$ cat config.mk
export PLATFORM = sky130hd
export DESIGN_NAME = pip_flag_update_flat
export DESIGN_NICKNAME = d
export VERILOG_FILES = /design/src/rtl/core/pip_pkg.sv /design/src/rtl/core/pip_if.sv /design/src/rtl/core/pip_flag_update.sv /design/src/flat_wrapper.sv
export SDC_FILE = /design/constraint.sdc
export NUM_CORES = 1
export LEC_CHECK = 0
export ABC_AREA = 0
export BUFFER_PORTS_ARGS = -buffer_cell sky130_fd_sc_hd__buf_2
export CORE_MARGIN = 8
export CORE_UTILIZATION = 50
export CTS_CLUSTER_DIAMETER = 150
export DETAILED_ROUTE_END_ITERATION = 12
export PLACE_DENSITY = 0.95
export REMOVE_ABC_BUFFERS = 1
export SLEW_MARGIN = 20
export SYNTH_ARGS = -nofsm -noshare
export SYNTH_HDL_FRONTEND = slang
export SYNTH_SLANG_ARGS = --single-unit
export TNS_END_PERCENT = 10
$ cat constraint.sdc
create_clock -name clk -period 4.5 [get_ports clk]
set_input_delay 0.9 -clock clk [delete_from_list [all_inputs] [get_ports clk]]
set_output_delay 0.9 -clock clk [all_outputs]
set_load 0.05 [all_outputs]
$ cat src/rtl/core/pip_pkg.sv
// Package: coordinate widths, register indexes, flag bit positions and stage types.
`timescale 1ns / 1ps

package pip_pkg;

  // Coordinate widths
  localparam int COORD_BITS = 32;
  localparam int LAT_W      = COORD_BITS - 1;
  localparam int LON_W      = COORD_BITS;
  localparam int DLAT_W     = LAT_W + 1;
  localparam int DLON_W     = LON_W + 1;
  localparam int PROD_W     = DLAT_W + DLON_W;

  // Configuration port
  localparam int CFG_IDX_W  = 2;
  localparam int CFG_DATA_W = LON_W;

  localparam logic [CFG_IDX_W-1:0] REG_POINT_LAT    = 2'd0;
  localparam logic [CFG_IDX_W-1:0] REG_POINT_LON    = 2'd1;
  localparam logic [CFG_IDX_W-1:0] REG_EXCLUDE_MODE = 2'd2;

  // Crossing flag bit positions
  localparam int FLAG_W        = 7;
  localparam int FB_INSIDE     = 0;
  localparam int FB_LIMBO      = 1;
  localparam int FB_LIMBO_UP   = 2;
  localparam int FB_LIMBO_BEGIN = 3;
  localparam int FB_BEGIN_UP   = 4;
  localparam int FB_BEGIN_HOR  = 5;
  localparam int FB_UP         = 6;

  typedef logic [FLAG_W-1:0] flags_t;

  // One edge as it sits in the input register
  typedef struct packed {
    logic signed [LAT_W-1:0] from_lat;
    logic signed [LON_W-1:0] from_lon;
    logic signed [LAT_W-1:0] to_lat;
    logic signed [LON_W-1:0] to_lon;
    logic                    first_edge;
    logic                    last_edge;
    logic                    restart;
  } edge_t;

  // Pre-decoded edge: compares against the point and the two cross products
  typedef struct packed {
    logic                     first_edge;
    logic                     last_edge;
    logic                     restart;
    logic                     la1_eq;
    logic                     la1_lt;
    logic                     la2_eq;
    logic                     la2_lt;
    logic                     lo1_gt;
    logic                     lo2_gt;
    logic signed [PROD_W-1:0] prod_a;
    logic signed [PROD_W-1:0] prod_b;
  } stage_t;

endpackage

$ cat src/rtl/core/pip_if.sv


interface pip_result_if;
  logic valid;
  logic ready;
  logic inside_res;
  logic keep_point;

  modport source (output valid, inside_res, keep_point, input ready);
  modport sink (input valid, inside_res, keep_point, output ready);
endinterface

$ cat src/rtl/core/pip_flag_update.sv
// Crossing flag state, per-edge flag update and result register.
`timescale 1ns / 1ps

module pip_flag_update import pip_pkg::*; (
  input  logic      clk,
  input  logic      rst,
  input  logic      s2_valid,
  input  stage_t    s2_data,
  output logic      s2_ready,
  input  logic      exclude_mode,
  pip_result_if.source res_out
);

  flags_t flags;
  flags_t flags_next;
  logic   adv;
  logic   crossing;
  logic   east;

  // Toggle inside when the opening vertex direction matches, then drop the begin marks
  function automatic flags_t close_begin(input flags_t s_in, input logic want_up);
    flags_t s;
    s = s_in;
    if (s[FB_BEGIN_UP] == want_up) begin
      s[FB_INSIDE] = ~s[FB_INSIDE];
    end
    s[FB_LIMBO_BEGIN] = 1'b0;
    s[FB_BEGIN_UP]    = 1'b0;
    return s;
  endfunction

  assign s2_ready = !res_out.valid || res_out.ready;
  assign adv      = s2_valid && s2_ready;

  // Strict crossing of the point latitude, and whether it passes east of the point
  assign crossing = !s2_data.la1_eq && !s2_data.la2_eq && (s2_data.la1_lt != s2_data.la2_lt);
  always_comb begin
    if (s2_data.lo1_gt && s2_data.lo2_gt) begin
      east = 1'b1;
    end else if (!s2_data.lo1_gt && !s2_data.lo2_gt) begin
      east = 1'b0;
    end else if (s2_data.la1_lt) begin
      east = s2_data.prod_a > s2_data.prod_b;
    end else begin
      east = s2_data.prod_a < s2_data.prod_b;
    end
  end

  // Flag update for one edge
  always_comb begin
    flags_t s;
    s = s2_data.restart ? '0 : flags;
    if (s2_data.la1_eq) begin
      if (s2_data.la2_lt) begin
        // edge leaves the ray downward
        if (s[FB_LIMBO]) begin
          if (s[FB_LIMBO_UP]) begin
            s[FB_INSIDE] = ~s[FB_INSIDE];
          end
          s[FB_LIMBO]    = 1'b0;
          s[FB_LIMBO_UP] = 1'b0;
        end else if (s[FB_LIMBO_BEGIN]) begin
          if (s[FB_BEGIN_HOR]) begin
            s[FB_BEGIN_HOR] = 1'b0;
          end else if (s2_data.last_edge) begin
            s = close_begin(s, 1'b1);
          end
        end else if (s2_data.first_edge && s2_data.lo1_gt) begin
          s[FB_LIMBO_BEGIN] = 1'b1;
        end
      end else if (s2_data.la2_eq) begin
        // horizontal run on the ray
        if (s2_data.first_edge && (s2_data.lo1_gt || s2_data.lo2_gt)) begin
          s[FB_LIMBO_BEGIN] = 1'b1;
          s[FB_BEGIN_HOR]   = 1'b1;
        end else if (s2_data.last_edge && s[FB_LIMBO_BEGIN] && s[FB_LIMBO]) begin
          if (s[FB_LIMBO_UP] != s[FB_BEGIN_UP]) begin
            s[FB_INSIDE] = ~s[FB_INSIDE];
          end
          s[FB_LIMBO]       = 1'b0;
          s[FB_LIMBO_UP]    = 1'b0;
          s[FB_LIMBO_BEGIN] = 1'b0;
          s[FB_BEGIN_UP]    = 1'b0;
        end else if (!s[FB_LIMBO] && !s2_data.lo1_gt && s2_data.lo2_gt) begin
          if (s[FB_UP]) begin
            s[FB_LIMBO_UP] = 1'b1;
          end
          s[FB_LIMBO] = 1'b1;
        end
      end else begin
        // edge leaves the ray upward
        if (s[FB_LIMBO]) begin
          if (!s[FB_LIMBO_UP]) begin
            s[FB_INSIDE] = ~s[FB_INSIDE];
          end
          s[FB_LIMBO]    = 1'b0;
          s[FB_LIMBO_UP] = 1'b0;
        end else if (s[FB_LIMBO_BEGIN]) begin
          if (s[FB_BEGIN_HOR]) begin
            s[FB_BEGIN_HOR] = 1'b0;
            s[FB_BEGIN_UP]  = 1'b1;
          end else if (s2_data.last_edge) begin
            s = close_begin(s, 1'b0);
          end
        end else if (s2_data.first_edge && s2_data.lo1_gt) begin
          s[FB_LIMBO_BEGIN] = 1'b1;
          s[FB_BEGIN_UP]    = 1'b1;
        end
      end
      s[FB_UP] = 1'b0;
    end else if (s2_data.la2_eq) begin
      // edge arrives on the ray
      if (s2_data.la1_lt) begin
        if (s2_data.last_edge) begin
          s = close_begin(s, 1'b1);
        end else if (s2_data.lo2_gt) begin
          s[FB_LIMBO] = 1'b1;
        end
      end else begin
        if (s2_data.last_edge) begin
          s = close_begin(s, 1'b0);
        end else if (s2_data.lo2_gt) begin
          s[FB_LIMBO]    = 1'b1;
          s[FB_LIMBO_UP] = 1'b1;
        end else begin
          s[FB_UP] = 1'b1;
        end
      end
    end else if (crossing && east) begin
      s[FB_INSIDE] = ~s[FB_INSIDE];
    end
    flags_next = s;
  end

  // Commit flags and load the result register
  always_ff @(posedge clk) begin
    if (rst) begin
      flags         <= '0;
      res_out.valid <= 1'b0;
    end else begin
      if (adv) begin
        flags <= flags_next;
      end
      if (s2_ready) begin
        res_out.valid <= s2_valid;
      end
    end
    if (adv) begin
      res_out.inside_res <= flags_next[FB_INSIDE];
      res_out.keep_point <= flags_next[FB_INSIDE] ^ exclude_mode;
    end
  end

`ifndef SYNTHESIS
  a_reset_clears_out: assert property (@(posedge clk) rst |=> !res_out.valid)
    else $error("result valid right after reset");
  a_flags_hold: assert property (@(posedge clk) disable iff (rst)
    !adv |=> $stable(flags))
    else $error("crossing flags changed without an advancing edge");
  a_result_tracks_flags: assert property (@(posedge clk) disable iff (rst)
    adv |=> (res_out.valid && res_out.inside_res == flags[FB_INSIDE]))
    else $error("result does not match committed inside flag");
  a_keep_relation: assert property (@(posedge clk) disable iff (rst)
    res_out.valid |-> (res_out.keep_point == (res_out.inside_res ^ exclude_mode)))
    else $error("keep bit inconsistent with inside bit and exclude mode");
`endif

endmodule

$ cat src/flat_wrapper.sv
// flat-port wrapper written by rule: the top's interface ports become plain ports
module pip_flag_update_flat import pip_pkg::*;
  (clk, rst, s2_valid, s2_data, s2_ready, exclude_mode, res_out_valid, res_out_inside_res, res_out_keep_point, res_out_ready);
  pip_result_if res_out_i ();
  input  logic clk;
  input  logic rst;
  input  logic s2_valid;
  input  stage_t s2_data;
  output logic s2_ready;
  input  logic exclude_mode;
  output wire logic [$bits(res_out_i.valid)-1:0] res_out_valid;
  output wire logic [$bits(res_out_i.inside_res)-1:0] res_out_inside_res;
  output wire logic [$bits(res_out_i.keep_point)-1:0] res_out_keep_point;
  input wire logic [$bits(res_out_i.ready)-1:0] res_out_ready;
  assign res_out_valid = res_out_i.valid;
  assign res_out_inside_res = res_out_i.inside_res;
  assign res_out_keep_point = res_out_i.keep_point;
  assign res_out_i.ready = res_out_ready;
  pip_flag_update u_core (.clk(clk), .rst(rst), .s2_valid(s2_valid), .s2_data(s2_data), .s2_ready(s2_ready), .exclude_mode(exclude_mode), .res_out(res_out_i));
endmodule
==> impl_metrics.tcl <==
set metrics [dict create \
    status "complete, no violations" \
    synth_area_mm2 0.00264 \
    cp-startpoint "s2_data[64]" \
    cts_resized 0 \
    gr-total-overflow 0 \
    routed_wl_mm 8.78 \
    postCtsSetupRepairBufs 0 \
    rr_startpoint "u_core.flags[0]" \
    hold_buffers 0 \
    yosysTopAreaCell "ha_1" \
    hpwl_mm 7.80 \
    most-common-layout-cells "buf_2 (147), inv_1 (75), ha_1 (65), a21oi_1 (39), nand2_1 (32)" \
    holdWs_ns 0.489 \
    placed_area_mm2 0.00342 \
    period_share_pct 67.9 \
    critical_path_arrival_ns 3.05 \
    grt_setup_unrepaired "no" \
    h-tree-depth 1 \
    n_antenna_cell 0 \
    cts.clk_slew.worst_paths_ns 0.05 \
    worst_pin_slew_ns 0.490 \
    fin_area_mm2 0.00346 \
    p_leak_nw 1.99 \
    max_freq_mhz 327 \
    synth_top_area_share_pct 30.8 \
    cellPowerDensity_mw_per_mm2 137 \
    power_mw 0.474 \
    wl_per_cell_um 14.8 \
    ir_drop_mv 0.143 \
    port_buffers 147 \
    track_usage_pct 21.6 \
    syn_to_final_growth_pct 31.4 \
    yosys_warnings 0 \
    clock_tree.buffer_depth 2 \
    rrSetupSlack_ns 2.00 \
    drv_slew 0 \
    final_core_util_pct 67.8 \
    coreArea_mm2 0.00511 \
    path_max_fanout 5 \
    grt_pass1_wl_mm 13.9 \
    rows 26 \
    ant_nets 0 \
    yosysSeqAreaShare_pct 8.35 \
    setup_violations 0 \
    syn_avg_cell_area_um2 6.92 \
    crit_top_cell "nand4_1" \
    cts-buffers-inserted 3 \
    finalNetCount 733 \
    initial_core_util_pct 51.6 \
    reg2regPathDepth 8 \
    path_cells "buf_2, inv_1, ha_1, nand4_1, nor4_1, nand4_1, o21a_1, o2111a_1, o211ai_1, nand3_2, xor2_1" \
    drt_iter0_markers 124 \
    layout-drive-gt1-share_pct 29.3 \
    cts_tree "yes" \
    fp.dieW_um 88.6 \
    fin_tns_setup_ns 0 \
    fillCellCount 437 \
    slew-limit-headroom_pct 67.3 \
    die_area_mm2 0.00785 \
    start_kind "input pin" \
    end_kind "flip-flop" \
    mostFrequentLayoutCell "buf_2" \
    dieHeight_um 88.6 \
    postSynthCellCount 381 \
    ys.flop_type "dfxtp_1" \
    period_needed_ns 3.06 \
    ys_seq_elements 10 \
    holdCritPathClass "flip-flop to flip-flop" \
    skew_ns 0.00351 \
    critPathKind "input pin to flip-flop" \
    async_flop_share_pct 0 \
    finalHoldViolations 0 \
    routed_via_density 5.54 \
    cp_slowest_cell "nor4_1" \
    drc_errors 0 \
    drtPass1Iterations 7 \
    clock_sinks 10 \
    place_congestion 0.951 \
    grt_pass1_vias 3298 \
    vias 3284 \
    netlist-cell-type-count 46 \
    clk_latency_ns 0.24 \
    cp_data_required_time_ns 4.49 \
    crit_end "u_core.res_out.keep_point" \
    synth_edf_count 2 \
    grt_max_degree 16 \
    synthTopCellsByArea "ha_1 (31%), inv_1 (11%), a21oi_1 (7.4%)" \
    io_pins 148 \
    cts.root.buffer_cell "clkbuf_8" \
    crit_path_max_incr_delay_ns 0.37 \
    drv_cap 0 \
    antenna_found_initial 0 \
    timing.rr.end "u_core.res_out.keep_point" \
]
[layer usage]
layer  routed length, um  vias to the layer above  part of all wire (%)  global-route usage, %
met1                3260                     1466                    37                   21.0
met5                   0                        -                     0                      0
li1                    -                     1646                     -                      -
met2                4590                      144                    52                   42.6
met4                 257                        0                   2.9                   8.45
met3                 685                       28                   7.8                   4.55
[cell usage after synthesis, types with 4 or more instances]
cell and number:
nand3_1 10, nor2_1 17, ha_1 65, a21o_1 7, a21oi_1 39, nand4_1 18, o21ai_1 4, nor2b_1 7
clkbuf_1 5, nand2_1 32, o21ai_0 19, o211ai_1 9, a221oi_1 4, nor3_1 6, nor4_1 6, dfxtp_1 8
a211oi_1 5, inv_1 75
[worst max-delay path: cells and delay by family]
kind / cells / cell delay [ns]
AND/OR/NAND/NOR: 4 / 0.84
buffers and inverters: 2 / 0.12
AO/OA/AOI/OAI: 3 / 0.68
adder cells (fa/ha/maj): 1 / 0.34
XOR/XNOR: 1 / 0.15
[registers in the layout, summed over array words and instances, names as in the netlist]
register,flops
u_core.res_out.inside_res,1
u_core.res_out.keep_point,1
u_core.res_out.valid,1
u_core.flags,7
[report_power, final]
group	leakage [nW]	internal, mW	switching, mW
registers	0.0851	0.0980	0.00641
logic	1.88	0.127	0.145
clock network	0.0228	0.0621	0.0359
total	1.99	0.287	0.187
[kinds of logic after synthesis]
kind of cell / count (synthesis) / share of synthesized area, %
and+or+nand+nor: 112 / 21.8
AOI/OAI and AO/OA: 104 / 24.9
buffers and inverters: 85 / 12.4
DFF: 10 / 8.35
adders and majority gates: 65 / 30.8
xor gates and xnor gates: 5 / 1.66
[metrics by stage]
| step | instances | setup WS [ns] |
|---|---|---|
| finish | 593 | 1.44 |
| global route | 593 | 1.31 |
| CTS | 593 | 1.38 |
| detailed placement | 589 | 1.13 |
| global placement | 589 | 1.20 |
| floorplan | 372 | 1.58 |
[final cells by class]
| type | count | area [um^2] | share of cell area (%) |
|---|---|---|---|
| Inverter | 76 | 285 | 8.24 |
| Tap cell | 70 | 87.6 | 2.53 |
| Clock buffer | 4 | 45.0 | 1.30 |
| Multi-Input combinational cell | 286 | 2090 | 60.3 |
| Sequential cell | 10 | 220 | 6.36 |
| Timing Repair Buffer | 147 | 736 | 21.2 |
[worst min-delay path by stage]
| stage | start | end | cells past startpoint |
|---|---|---|---|
| after CTS | u_core.flags[6] | u_core.flags[6] | 2 |
| after detailed placement | u_core.flags[6] | u_core.flags[6] | 2 |
| final | u_core.flags[6] | u_core.flags[6] | 2 |
| after global routing | u_core.flags[6] | u_core.flags[6] | 2 |
| after global placement | u_core.flags[6] | u_core.flags[6] | 2 |
| after floorplan | u_core.flags[6] | u_core.flags[6] | 2 |
Power figures use the tool's default switching activity.
